`config.mk`:
```
export PLATFORM = sky130hd
export DESIGN_NAME = lmd_raster_pos
export DESIGN_NICKNAME = d
export VERILOG_FILES = /design/src/sv/lmd_pkg.sv /design/src/sv/lmd_raster_pos.sv
export SDC_FILE = /design/constraint.sdc
export NUM_CORES = 1
export LEC_CHECK = 0
export ABC_AREA = 1
export ABC_CLOCK_PERIOD_IN_PS = 15040
export CORE_ASPECT_RATIO = 0.75
export CORE_MARGIN = 4
export CORE_UTILIZATION = 50
export DETAILED_ROUTE_END_ITERATION = 8
export DONT_BUFFER_PORTS = 1
export PLACE_DENSITY = 0.68
export SETUP_SLACK_MARGIN = 0.3
export SLEW_MARGIN = 20
export SYNTH_ARGS = -nofsm -noshare
export SYNTH_HDL_FRONTEND = slang
export SYNTH_SLANG_ARGS = --single-unit
```
`constraint.sdc`:
```
create_clock -name clk -period 15.04 [get_ports clk]
set_input_delay 0.752 -clock clk [delete_from_list [all_inputs] [get_ports clk]]
set_output_delay 0.752 -clock clk [all_outputs]
set_load 0.005 [all_outputs]
```
`src/sv/lmd_pkg.sv`:
```
// shared constants, types and helper functions of the local maximum detector
package lmd_pkg;

    localparam int MAX_WIDTH      = 2048;
    localparam int VALUE_BITS     = 16;
    localparam int ROW_LIMIT      = 2048;
    localparam int COL_BITS       = $clog2(MAX_WIDTH);
    localparam int ROW_BITS       = $clog2(ROW_LIMIT);
    localparam int DIM_BITS       = 12;
    localparam int BORDER_BITS    = 8;
    localparam int OUT_BITS       = 11;
    localparam int CFG_INDEX_BITS = 2;
    localparam int CFG_DATA_BITS  = 12;

    localparam int WCMP_BITS = (COL_BITS + 1 > DIM_BITS) ? COL_BITS + 1 : DIM_BITS;
    localparam int HCMP_BITS = (ROW_BITS + 1 > DIM_BITS) ? ROW_BITS + 1 : DIM_BITS;
    localparam int X_BITS    = ((COL_BITS > BORDER_BITS) ? COL_BITS : BORDER_BITS) + 1;
    localparam int Y_BITS    = ((ROW_BITS > BORDER_BITS) ? ROW_BITS : BORDER_BITS) + 1;

    localparam logic [CFG_INDEX_BITS-1:0] REG_IMAGE_WIDTH  = 2'd0;
    localparam logic [CFG_INDEX_BITS-1:0] REG_IMAGE_HEIGHT = 2'd1;
    localparam logic [CFG_INDEX_BITS-1:0] REG_BORDER_SIZE  = 2'd2;

    localparam logic [DIM_BITS-1:0]    WIDTH_RESET  = 12'd640;
    localparam logic [DIM_BITS-1:0]    HEIGHT_RESET = 12'd480;
    localparam logic [BORDER_BITS-1:0] BORDER_RESET = 8'd20;

    // interest value in offset binary: unsigned order equals signed order
    typedef logic [VALUE_BITS-1:0] key_t;

    typedef struct packed {
        logic [COL_BITS:0]        width;
        logic [ROW_BITS:0]        height;
        logic [BORDER_BITS-1:0]   border;
    } geom_t;

    typedef struct packed {
        logic [COL_BITS-1:0] col;
        logic [ROW_BITS-1:0] row;
    } pos_t;

    function automatic key_t to_key(input logic signed [VALUE_BITS-1:0] v);
        return {~v[VALUE_BITS-1], v[VALUE_BITS-2:0]};
    endfunction

    function automatic logic [COL_BITS:0] clamp_width(input logic [DIM_BITS-1:0] v);
        logic [WCMP_BITS-1:0] ve;
        ve = WCMP_BITS'(v);
        if (ve < WCMP_BITS'(3))
            return (COL_BITS + 1)'(3);
        else if (ve > WCMP_BITS'(MAX_WIDTH))
            return (COL_BITS + 1)'(MAX_WIDTH);
        else
            return (COL_BITS + 1)'(ve);
    endfunction

    function automatic logic [ROW_BITS:0] clamp_height(input logic [DIM_BITS-1:0] v);
        logic [HCMP_BITS-1:0] ve;
        ve = HCMP_BITS'(v);
        if (ve < HCMP_BITS'(3))
            return (ROW_BITS + 1)'(3);
        else if (ve > HCMP_BITS'(ROW_LIMIT))
            return (ROW_BITS + 1)'(ROW_LIMIT);
        else
            return (ROW_BITS + 1)'(ve);
    endfunction

    function automatic logic [BORDER_BITS-1:0] clamp_border(input logic [BORDER_BITS-1:0] v);
        return (v == '0) ? BORDER_BITS'(1) : v;
    endfunction

endpackage

```
`src/sv/lmd_raster_pos.sv`:
```
// raster position tracking: column and row of each transferred pixel
module lmd_raster_pos (
    input  logic           clk,
    input  logic           rst_n,
    input  logic           advance,
    input  logic           frame_start,
    input  lmd_pkg::geom_t geom,
    output lmd_pkg::pos_t  pos
);

    import lmd_pkg::*;

    logic [COL_BITS-1:0] col_count_reg, col_count_next;
    logic [ROW_BITS-1:0] row_count_reg, row_count_next;
    logic [COL_BITS-1:0] cc;
    logic [ROW_BITS-1:0] rr;
    logic [COL_BITS-1:0] c_cur;
    logic [ROW_BITS:0]   r_wrap;
    logic [ROW_BITS-1:0] r_cur;
    logic [COL_BITS:0]   c_inc;
    logic [ROW_BITS:0]   r_inc;

    always_comb
    begin
        cc = frame_start ? '0 : col_count_reg;
        rr = frame_start ? '0 : row_count_reg;

        // a column past a shrunk width ends the line at once
        if ({1'b0, cc} >= geom.width)
        begin
            c_cur  = '0;
            r_wrap = {1'b0, rr} + (ROW_BITS + 1)'(1);
        end
        else
        begin
            c_cur  = cc;
            r_wrap = {1'b0, rr};
        end
        r_cur = (r_wrap >= geom.height) ? '0 : r_wrap[ROW_BITS-1:0];

        c_inc = {1'b0, c_cur} + (COL_BITS + 1)'(1);
        r_inc = {1'b0, r_cur} + (ROW_BITS + 1)'(1);
        if (c_inc >= geom.width)
        begin
            col_count_next = '0;
            row_count_next = (r_inc >= geom.height) ? '0 : r_inc[ROW_BITS-1:0];
        end
        else
        begin
            col_count_next = c_inc[COL_BITS-1:0];
            row_count_next = r_cur;
        end
    end

    always_ff @(posedge clk or negedge rst_n)
    begin
        if (!rst_n)
        begin
            col_count_reg <= '0;
            row_count_reg <= '0;
        end
        else if (advance)
        begin
            col_count_reg <= col_count_next;
            row_count_reg <= row_count_next;
        end
    end

    assign pos.col = c_cur;
    assign pos.row = r_cur;

endmodule

```
======== After elaboration in Yosys (flattened, before gate mapping) ========
Index checks and enable logic that the tools add are counted.
storage, ports and cells
  bits in registers ....................... 22
  input port bits ......................... 36
  output and inout port bits .............. 22
  logic and storage cells ................. 17
operators by class
  add/subtract/negate cells ............... 3
  magnitude comparators ................... 4
  multiplexer cells ....................... 8
operator list
  cell                                                             number
  11-bit 2-to-1 mux                                                7
  11-bit by 1-bit adder with 12-bit output, second input constant  3
  12-bit >= comparator                                             3
  11-bit by 12-bit >= comparator with 1-bit output                 1
  12-bit 2-to-1 mux                                                1

======== Longest topological paths before layout ========
  depth after elaboration ................. 9
  depth in mapped cells ................... 41
  depth with buffers taken out ............ 39

======== Worst setup path before layout ========
No wires, ideal clock.
  path kind ............................... input -> register
  start ................................... input frame_start
  end ..................................... register row_count_reg[1]
  library setup time ...................... 0.087 ns
  arrival time ............................ 5.568 ns
  path slack .............................. 9.385 ns
  cell stages on the path ................. 35
  buffers on the path ..................... 3
  path through ............................ buf_4 > buf_1 > nor2_1 > ha_1 > inv_1 > nor3_1 > a21oi_4 > nand2_4 > buf_6 > nand2_1 > nand2_2 > inv_1 > ha_1 > nand2_1 > nor2_1 > and2_1 > nand2_1 > nand4_4 > nor2_1 > ha_1 > nand2_2 > nor2_4 > nand2_1 > xor2_1 > inv_1 > ha_1 > nand2_1 > nor2_1 > nand3_1 > nand4_1 > nor2_1 > nand2_1 > inv_1 > nand2_1 > o211ai_1
RTL lines
  item                    RTL line              text
  start: declaration      lmd_raster_pos.sv:6   input logic frame_start,
  end signal: assignment  lmd_raster_pos.sv:65  row_count_reg <= row_count_next;
  end: declaration        lmd_raster_pos.sv:14  logic [ROW_BITS-1:0] row_count_reg, row_count_next;

==> impl_metrics.py <==
metrics = {
    "grt": {
        "grt_pass1_vias": 3132,
        "antenna_found_initial": 0,
        "grt_max_degree": 23,
        "grt_usage_pct": 22.84,
        "overflow": 0,
        "grt_first_pass_wirelength_um": 15020,
    },
    "power": {
        "combPwrFrac_pct": 26.4,
        "p_switching_w": 0.00004867,
        "leakagePower_nw": 1.935,
        "swShare_pct": 33.05,
        "max-vdd-ir-drop_uv": 28.18,
        "clkPwrFrac_pct": 30.7,
        "p_seq_share_pct": 43.0,
        "internal_power_w": 0.00009857,
        "power_density_nw_per_um2": 42.35,
    },
    "clock_tree": {
        "htree_num_levels": 1,
        "postCtsSetupRepairBufs": 0,
        "clockRootBuffer": "clkbuf_8",
        "cts-buffers-inserted": 3,
        "clockBufferDepth": 2,
        "cts_resized": 0,
        "cts.clk_slew.worst_paths_ps": 90,
        "holdBufCountCts": 0,
        "clock_latency_ps": 270,
        "cts_tree": "done",
        "clock-sinks": 22,
    },
    "worst_setup_path": {
        "cpPeakStageDelay_ps": 380,
        "cp_max_fo": 22,
        "crit_type": "in2reg",
        "worstPathArrival_ps": 6610,
        "slowest_stage": "nor2_1",
        "path_depth": 37,
        "critPathCaptureType": "flip-flop",
        "r2r_cells": 35,
        "crit_family": "simple AND/OR/NAND/NOR gates",
        "critPathBufInv": 7,
        "start_kind": "input port",
        "crit_top_cell": "nand2_1",
        "crit_required_ps": 15240,
    },
    "synth": {
        "synth.area.top_cells": "ha_1, dfrtp_1, nand2_1",
        "synth_cells": 519,
        "avgSynthCellArea_um2": 6.497,
        "synth_top_cell_by_area": "ha_1",
        "yosys_warnings": 0,
        "ys_types": 43,
        "synth-seq-area-share_pct": 16.33,
        "synth_top_area_share_pct": 18.55,
        "yosys_register_bits": 22,
        "synth_area_um2": 3372,
        "synth_nets": 605,
    },
    "final_layout": {
        "drive_gt1_share_pct": 11.65,
        "final_common_cell": "nand2_1",
        "layout_common_cells": "nand2_1, inv_1, ha_1",
        "areaGrowthSynthToFinish_pct": 3.117,
        "final_cells": 596,
        "nFillCells": 636,
        "final_area_um2": 3477,
        "n_antenna_cell": 0,
        "layout.nets": 602,
    },
    "placed_design": {
        "pre_cts_slack_ps": 8380,
        "post-dp-hpwl_um": 7161,
        "placed_area_um2": 3422,
        "dpl.cell_count": 592,
        "portBuffers": 0,
        "gp_congestion": 0.9581,
    },
    "status": {
        "status": "finished clean",
    },
    "detailed_routing": {
        "via_per_inst": 5.458,
        "drc": 0,
        "route.met3.wl_um": 637,
        "ant_nets": 0,
        "wl_met2_um": 3589,
        "highest_layer": "met4",
        "wire_per_inst_um": 14.46,
        "wl_um": 8618,
        "dr.first_iter.drc_count": 178,
        "num_vias": 3253,
        "first_pass_iters": 5,
        "drt-met1-wl_um": 4332,
    },
    "timing": {
        "setup_tns_ps": 0,
        "setup_ws_ps": 8623,
        "worst_pin_slew_ps": 828.6,
        "rsz0062_at_grt": "false",
        "fin_crit_sh_pct": 42.67,
        "skew_ps": 3.910,
        "max_freq_mhz": 155.8,
        "slew_headroom_pct": 44.50,
        "drv_slew": 0,
        "setup_viol": 0,
        "hold_viol_final": 0,
        "finalCriticalPeriod_ps": 6417,
        "timing.hold.ws_ps": 163.7,
    },
    "hold_path": {
        "hold_class": "in2async",
    },
    "floorplanning": {
        "die_y_um": 79.12,
        "io_pins": 58,
        "die_width_um": 102.8,
        "initial_utilization_pct": 52.59,
        "rows": 25,
        "dieArea_um2": 8136,
        "core_um2": 6412,
    },
    "job": {
        "drv_cap": 0,
    },
}
## cell type report
| type | count | area [um^2] | share of cell area [%] |
|---|---|---|---|
| clock buffers | 4 | 55.05 | 1.583 |
| multi-input cells | 393 | 2410 | 69.31 |
| inverters | 96 | 360.3 | 10.36 |
| well taps | 81 | 101.3 | 2.915 |
| flip-flops and latches | 22 | 550.5 | 15.83 |
## power by group through the flow
| stage | logic (W) | registers, W | clock network (W) |
|---|---|---|---|
| after floorplan | 0.0000322 | 0.0000640 | 0 |
| after global placement | 0.0000370 | 0.0000643 | 0 |
| after detailed placement | 0.0000388 | 0.0000644 | 0 |
| after CTS | 0.0000390 | 0.0000632 | 0.0000458 |
| after global routing | 0.0000457 | 0.0000635 | 0.0000474 |
| final | 0.0000388 | 0.0000633 | 0.0000451 |
## per-layer routing
layer	vias to the layer above	global-route usage (%)
li1	1652	-
met2	98	34.66
met5	-	0
met1	1495	35.03
met4	0	1.682
met3	8	3.951
## cell families (layout without fill, tap and decap cells)
family                     after synthesis  count (layout)  share of synthesized area [%]
adders and majority gates               50              50                          18.55
and+or+nand+nor                        268             268                          38.55
AOI/OAI and AO/OA                       63              63                          11.02
buffers and inverters                  104             100                          12.21
DFF                                     22              22                          16.33
xor gates and xnor gates                12              12                          3.340
## stage by stage
step                      util [%]  total power, W
after floorplan                  -      0.00009620
after CTS                    54.22       0.0001480
after detailed placement     53.37       0.0001032
after global placement       53.37       0.0001013
after global routing         54.22       0.0001566
final                        54.22       0.0001472
## synth_stat cells, drive strengths merged
library cell / count
nor3: 11
a22oi: 5
o21bai: 1
clkbuf: 2
o22ai: 4
xor2: 12
inv: 96
ha: 50
a21oi: 27
nand2: 145
nand3b: 3
o31ai: 1
nor2: 64
a31oi: 1
nand3: 35
nand4: 5
dfrtp: 22
nor4: 2
buf: 6
o21ai: 19
a211oi: 1
o211ai: 1
or2: 2
a22o: 1
o21a: 2
and2: 1
## final timing paths
path                                                    from                             to  slack, ps
worst max-delay path                             frame_start   row_count_reg[1]$_DFFE_PN0P_       8620
worst min-delay path                                   rst_n   col_count_reg[1]$_DFFE_PN0P_        160
worst max register to register  col_count_reg[9]$_DFFE_PN0P_   row_count_reg[1]$_DFFE_PN0P_       8850
worst min register to register  col_count_reg[8]$_DFFE_PN0P_   col_count_reg[8]$_DFFE_PN0P_        490
max in group asynchronous                              rst_n  row_count_reg[10]$_DFFE_PN0P_      14800
min in group clk                col_count_reg[8]$_DFFE_PN0P_   col_count_reg[8]$_DFFE_PN0P_        490
Note: power is estimated with default switching activity, not from simulation.
