## config.mk

```make
export PLATFORM = sky130hd
export DESIGN_NAME = lmd_window
export DESIGN_NICKNAME = d
export VERILOG_FILES = /design/src/sv/lmd_pkg.sv /design/src/sv/lmd_window.sv
export SDC_FILE = /design/constraint.sdc
export NUM_CORES = 1
export LEC_CHECK = 0
export BUFFER_PORTS_ARGS = -buffer_cell sky130_fd_sc_hd__buf_4
export CAP_MARGIN = 5
export CORE_MARGIN = 1.5
export CORE_UTILIZATION = 55
export DETAILED_ROUTE_END_ITERATION = 10
export HOLD_SLACK_MARGIN = 0.02
export PLACE_DENSITY = 0.76
export SLEW_MARGIN = 20
export SYNTH_ARGS = -nofsm -noshare
export SYNTH_HDL_FRONTEND = slang
export SYNTH_SLANG_ARGS = --single-unit
export TNS_END_PERCENT = 10
```

## constraint.sdc

```tcl
create_clock -name clk -period 5 [get_ports clk]
set_input_delay 0.5 -clock clk [delete_from_list [all_inputs] [get_ports clk]]
set_output_delay 0.5 -clock clk [all_outputs]
set_load 0.01 [all_outputs]
```

## src/sv/lmd_pkg.sv

```systemverilog
// shared constants, types and helper functions of the local maximum detector
package lmd_pkg;

    localparam int MAX_WIDTH      = 2048;
    localparam int VALUE_BITS     = 16;
    localparam int ROW_LIMIT      = 2048;
    localparam int COL_BITS       = $clog2(MAX_WIDTH);
    localparam int ROW_BITS       = $clog2(ROW_LIMIT);
    localparam int DIM_BITS       = 12;
    localparam int BORDER_BITS    = 8;
    localparam int OUT_BITS       = 11;
    localparam int CFG_INDEX_BITS = 2;
    localparam int CFG_DATA_BITS  = 12;

    localparam int WCMP_BITS = (COL_BITS + 1 > DIM_BITS) ? COL_BITS + 1 : DIM_BITS;
    localparam int HCMP_BITS = (ROW_BITS + 1 > DIM_BITS) ? ROW_BITS + 1 : DIM_BITS;
    localparam int X_BITS    = ((COL_BITS > BORDER_BITS) ? COL_BITS : BORDER_BITS) + 1;
    localparam int Y_BITS    = ((ROW_BITS > BORDER_BITS) ? ROW_BITS : BORDER_BITS) + 1;

    localparam logic [CFG_INDEX_BITS-1:0] REG_IMAGE_WIDTH  = 2'd0;
    localparam logic [CFG_INDEX_BITS-1:0] REG_IMAGE_HEIGHT = 2'd1;
    localparam logic [CFG_INDEX_BITS-1:0] REG_BORDER_SIZE  = 2'd2;

    localparam logic [DIM_BITS-1:0]    WIDTH_RESET  = 12'd640;
    localparam logic [DIM_BITS-1:0]    HEIGHT_RESET = 12'd480;
    localparam logic [BORDER_BITS-1:0] BORDER_RESET = 8'd20;

    // interest value in offset binary: unsigned order equals signed order
    typedef logic [VALUE_BITS-1:0] key_t;

    typedef struct packed {
        logic [COL_BITS:0]        width;
        logic [ROW_BITS:0]        height;
        logic [BORDER_BITS-1:0]   border;
    } geom_t;

    typedef struct packed {
        logic [COL_BITS-1:0] col;
        logic [ROW_BITS-1:0] row;
    } pos_t;

    function automatic key_t to_key(input logic signed [VALUE_BITS-1:0] v);
        return {~v[VALUE_BITS-1], v[VALUE_BITS-2:0]};
    endfunction

    function automatic logic [COL_BITS:0] clamp_width(input logic [DIM_BITS-1:0] v);
        logic [WCMP_BITS-1:0] ve;
        ve = WCMP_BITS'(v);
        if (ve < WCMP_BITS'(3))
            return (COL_BITS + 1)'(3);
        else if (ve > WCMP_BITS'(MAX_WIDTH))
            return (COL_BITS + 1)'(MAX_WIDTH);
        else
            return (COL_BITS + 1)'(ve);
    endfunction

    function automatic logic [ROW_BITS:0] clamp_height(input logic [DIM_BITS-1:0] v);
        logic [HCMP_BITS-1:0] ve;
        ve = HCMP_BITS'(v);
        if (ve < HCMP_BITS'(3))
            return (ROW_BITS + 1)'(3);
        else if (ve > HCMP_BITS'(ROW_LIMIT))
            return (ROW_BITS + 1)'(ROW_LIMIT);
        else
            return (ROW_BITS + 1)'(ve);
    endfunction

    function automatic logic [BORDER_BITS-1:0] clamp_border(input logic [BORDER_BITS-1:0] v);
        return (v == '0) ? BORDER_BITS'(1) : v;
    endfunction

endpackage

```

## src/sv/lmd_window.sv

```systemverilog
// 3x3 window registers and the border and local maximum decision
module lmd_window (
    input  logic                       clk,
    input  logic                       rst_n,
    input  logic                       shift,
    input  lmd_pkg::key_t              top_key,
    input  lmd_pkg::key_t              mid_key,
    input  lmd_pkg::key_t              bot_key,
    input  lmd_pkg::pos_t              pos,
    input  lmd_pkg::geom_t             geom,
    output logic                       hit,
    output logic [lmd_pkg::OUT_BITS-1:0] hit_col,
    output logic [lmd_pkg::OUT_BITS-1:0] hit_row
);

    import lmd_pkg::*;

    // index is column * 3 + row, column 0 oldest
    key_t win_reg [9];
    key_t nw [9];
    key_t centre;
    logic [COL_BITS-1:0]    x;
    logic [ROW_BITS-1:0]    y;
    logic [X_BITS-1:0]      x_ext, bdx;
    logic [Y_BITS-1:0]      y_ext, bdy;
    logic [BORDER_BITS-1:0] bd;
    logic                   inside_area;
    logic                   is_max;

    always_comb
    begin
        for (int i = 0; i < 6; i++)
        begin
            nw[i] = win_reg[i + 3];
        end
        nw[6]  = top_key;
        nw[7]  = mid_key;
        nw[8]  = bot_key;
        centre = nw[4];

        is_max = 1'b1;
        for (int i = 0; i < 9; i++)
        begin
            if (i != 4 && nw[i] > centre)
            begin
                is_max = 1'b0;
            end
        end

        x     = pos.col - COL_BITS'(1);
        y     = pos.row - ROW_BITS'(1);
        bd    = clamp_border(geom.border);
        x_ext = X_BITS'(x);
        y_ext = Y_BITS'(y);
        bdx   = X_BITS'(bd);
        bdy   = Y_BITS'(bd);

        inside_area = (pos.col >= COL_BITS'(2)) && (pos.row >= ROW_BITS'(2))
                   && (x_ext >= bdx) && (x_ext + bdx < X_BITS'(geom.width))
                   && (y_ext >= bdy) && (y_ext + bdy < Y_BITS'(geom.height));

        hit     = inside_area && is_max;
        hit_col = OUT_BITS'(x);
        hit_row = OUT_BITS'(y);
    end

    always_ff @(posedge clk or negedge rst_n)
    begin
        if (!rst_n)
        begin
            for (int i = 0; i < 9; i++)
            begin
                win_reg[i] <= '0;
            end
        end
        else if (shift)
        begin
            for (int i = 0; i < 9; i++)
            begin
                win_reg[i] <= nw[i];
            end
        end
    end

endmodule

```

== After elaboration in Yosys (flattened, before gate mapping) ==
Cells that the tools add are included.
Cells by class
  add/sub/neg operators: 4
  multiplexer cells: 9
  reductions and logical operators: 7
  $lt $le $gt $ge: 14
Operators with widths (count)
  $gt 16x16->1: 8
  $add 11x8->12: 2
  $lt 12x12->1: 2
  $ge 11x2->1 const B: 2
  $ge 11x8->1: 2
  $sub 11x1->11 const B: 2
  $logic_not 8->1: 1
  $mux 1: 8
  $mux 8: 1
  $logic_and 1x1->1: 6
Storage, ports and cells
  output and inout port bits: 23
  register bits after elaboration: 96
  word-level logic and storage cells: 40
  bits of input ports: 105

== Longest topological paths before layout ==
  depth in word-level cells: 10
  gate-level depth with buffers: 20
  depth with buffers taken out: 20

== Least setup slack after synthesis ==
No wires, ideal clock.
  kind: input to output
  start: input port pos[0] (netlist name)
  end: output port hit
  required time: 4500 ps
  arrival: 4183 ps
  stages on the path: 19
  path slack: 317 ps
  path buffers: 0
  cells stage by stage: inv_1 ha_1 or4b_4 nor2_1 xor2_1 ha_1 inv_1 o22ai_1 a211oi_1 nor2_1 nor4_1 ha_1 a211o_1 a21oi_1 o31ai_1 a31oi_1 nand4_1 a2111oi_0 and4bb_1
On the way
  elaborated cells between the ends (all ways): 11
  those cells by class: 2 x add/sub; 3 x order compare; 6 x reduce/logical
RTL lines
  start: declaration: RTL line lmd_window.sv:9  | input lmd_pkg::pos_t pos,
  $sub 11x1->11 (*): RTL line lmd_window.sv:51  | y = pos.row - ROW_BITS'(1);
  via hit_row, one bit: RTL line lmd_window.sv:13  | output logic [lmd_pkg::OUT_BITS-1:0] hit_row
  $add 11x8->12 or $ge 11x8->1 (tied branches): RTL line lmd_window.sv:60  | && (y_ext >= bdy) && (y_ext + bdy < Y_BITS'(geom.height));
  $lt 12x12->1 or $logic_and 1x1->1 (tied branches): RTL line lmd_window.sv:60
  $logic_and 1x1->1 (*): RTL line lmd_window.sv:60
  $logic_and 1x1->1 (*): RTL line lmd_window.sv:62  | hit = inside_area && is_max;
  end: declaration: RTL line lmd_window.sv:11  | output logic hit,
Mark *: on every way through the listed nets, which the timed path passes. The rest lies on a longest branch.

== Final worst setup path ==
  start: input port pos[1] (netlist name)
  end: output port hit
On the way
  cells in the longest elaborated chain, start to end: 7
  elaborated cells between the ends (all ways): 11
  those cells by class: 2 x add/sub; 3 x order compare; 6 x reduce/logical
Ends and longest elaborated chain (RTL line)
  parallel branches: the longest is 5 deep, another holds $add 11x8->12
  $logic_and 1x1->1 (*): lmd_window.sv:60
  $logic_and 1x1->1 (*): lmd_window.sv:62
Every way passes the cells marked *.

==> metrics.md <==
| Metric | Value |
|---|---|
| Post-synth top area share | 0.286 |
| Final setup fails | 1 |
| Worst setup slack after placement | -0.257 ns |
| Post-CTS Hold Buffers | 0 |
| Maximum vdd drop | between 0.15 and 0.2 mV |
| Failing checks | setup timing |
| Die Area | ~16,000 um2 |
| # diodes | 0 |
| DRT Pass-1 Iters | 5 |
| Worst Skew | approximately 0.0049 ns |
| Leading area contributor after synthesis | dfrtp_1 |
| Standard-cell rows | 45 |
| Num Clock Sinks | 96 |
| Kind of critical path | in2out |
| Ports | about 130 |
| Worst-path fanout max | 5 |
| Layout cell share with drive strength beyond 1 | 0.299 |
| Post-Layout Cell Count | 1,206 |
| LEAKAGE | between 0.005 and 0.006 uW |
| Die Ht | 127 um |
| Wire length per cell | around 18 um |
| First-pass GRT wire length | 34.1 mm |
| Post-synth ARST share | 1.00 |
| Max-slew headroom | 0.425 |
| Post-Syn Area | around 8400 um2 |
| Max Slew Vio Count | 0 |
| CTS tree | yes |
| Mapped Nets | ~1,100 |
| Status | finished, violations left |
| Vias per cell | roughly 5.8 |
| Grt ovf | 0 |
| Cells after synthesis | roughly 850 |
| Initial antenna violation count | 0 |
| Dpl hpwl | 17.0 mm |
| Initial Util | 0.557 |
| Clk slew on worst S/H paths | approximately 0.060 ns |
| Seq/Total Area, Yosys | 0.286 |
| Cell Pwr Density | ~250 nW/um2 |
| Commonest non-fill, non-tap cell in the layout | ha_1 |
| Most frequent cells in the layout | ha_1, buf_4, dfrtp_1, mux2_2, inv_1 |
| Final hold vios | 0 |
| Deepest clock path buffer count | 2 |
| #FFs+latches synth | 96 |
| Final worst setup slack | -0.0372 ns |
| Post-synth EDFFs | 0 |
| Area delta synth->final | 23.0% |
| CP Launch Type | primary input |
| Max Clock Freq | just under 200 MHz |
| Worst path arrival time | about 4.5 ns |
| Fin crit share | 1.01 |
| Post-synth cell types | 54 |
| H-tree Lvls | 3 |
| CP required | around 4.5 ns |
| Min Tclk post-route | between 5 and 6 ns |
| Number of global-route vias before repair | 7,208 |
| Worst min path class | in2async |
| Wirelength, routed | roughly 22 mm |
| Port Buffers | between 100 and 150 |
| DR vias | 7,042 |
| Biggest area contributors in the synthesized netlist | dfrtp_1, ha_1, mux2_2, a21oi_1, inv_1 |
| Clk_lat worst skew | 0.34 ns |
| Die Width | 127 um |
| Placed insts | 1,183 |
| 1st-iter DRT viols | approximately 270 |
| CTS root buf | clkbuf_16 |
| GPL Wtd Cong | a little over 0.9 |
| Crit path capture type | primary output |
| DRC violations left | 0 |
| Synth Area per Inst | 9.92 um2 |
| Largest net degree at the start of global routing | 76 |
| Max cap viols | 0 |
| Cts bufs inserted | 9 |
| Nets | roughly 1,300 |
| Final ANT Viol Nets | 0 |
| Most used DFF post-synth | dfrtp_1 |
| RSZ-0062 raised after global routing | yes |
| Setup TNS | -0.0372 ns |
| Ys Warns | 0 |
| Slew @ Worst Pin | 0.862 ns |
| Placeable Area | around 15,000 um2 |
| All-layer global routing usage | 0.269 |
-- worst paths after layout --
path                            startpoint         to  slack (ns)  cells past startpoint
worst max-delay path                pos[1]        hit       -0.04                     22
worst min-delay path                 rst_n     nw[49]        0.18                      1
worst max register to register   centre[3]  centre[3]        4.00                      2
worst min register to register      nw[48]     nw[96]        0.50                      2
max in group asynchronous            rst_n    nw[124]        3.77                      2
min in group clk                mid_key[8]  centre[8]        0.37                      3
-- critical path, stage by stage --
cell and delay [ns]:
buf_8 0.10, inv_4 0.05, ha_4 0.13, or4b_4 0.48, nor2_4 0.13, xor2_2 0.20
ha_2 0.29, nand2b_1 0.13, o22ai_1 0.09, a211oi_2 0.20, nor2_1 0.10, nor4_2 0.14
ha_1 0.28, a211o_1 0.31, a21oi_2 0.13, o31ai_2 0.09, a31oi_1 0.21, nand4_1 0.15
a2111oi_2 0.29, buf_4 0.17, and4bb_1 0.26, buf_6 0.12
-- timing repair --
action / CTS / global route
pin swaps: 11 / 23
buffers inserted: 0 / 7
gates resized for setup: 15 / 31
endpoints found under the setup margin: 1 / 1
-- cell families after synthesis --
kind of cell,share of synthesized area
xor gates and xnor gates,0.0384
buffers and inverters,0.0428
DFF,0.286
muxes,0.102
adders and majority gates,0.281
and+or+nand+nor,0.114
AOI/OAI and AO/OA,0.136
-- final cells by class --
class                   instances  area (um2)
clock inverters                 4        20.0
multi-input cells             656        5830
inverters                      76         290
clock buffers                  12         246
flip-flops and latches         96        2400
well taps                     188         235
repair buffers                174        1330
fillers                      1213        4740
-- cells in the mapped netlist (7+ instances only) --
| cell type | count |
|---|---|
| nor2_1 | 24 |
| a21o_1 | 17 |
| xor2_1 | 14 |
| nand2_1 | 49 |
| nand3_1 | 16 |
| dfrtp_1 | 96 |
| o211ai_1 | 11 |
| xnor2_1 | 16 |
| nand4_1 | 32 |
| ha_1 | 186 |
| nor2b_1 | 12 |
| nor3_1 | 10 |
| a211oi_1 | 14 |
| o21ai_0 | 37 |
| clkbuf_1 | 20 |
| mux2_2 | 76 |
| a21oi_1 | 58 |
| inv_1 | 76 |
| o21bai_1 | 7 |
| nand2b_1 | 8 |
-- registers in the layout (all words and copies together), names as in the netlist --
name	cells
centre	16
nw	80
-- metal layers --
layer / share of wire / GRT usage
met1: 0.40 / 0.309
met2: 0.51 / 0.493
met3: 0.055 / 0.0456
met4: 0.039 / 0.115
met5: 0 / 0
-- report_power, final --
group          internal, uW  total [uW]  switching, uW
Sequential              870         935           64.7
Combinational           490        1010            518
Clock                   348         641            293
Total                  1710        2580            876
-- through the flow --
step           utilization  hold slack [ns]  area (um2)  total power, uW
2_1_floorplan            -            0.204        8410             1560
3_3_place_gp         0.651            0.472        9820             1870
3_5_place_dp         0.651            0.480        9820             1910
4_1_cts              0.673            0.203       10200             2570
5_1_grt              0.686            0.239       10300             2750
6_report             0.686            0.176       10300             2580
Note: power is estimated with default switching activity, not from simulation.
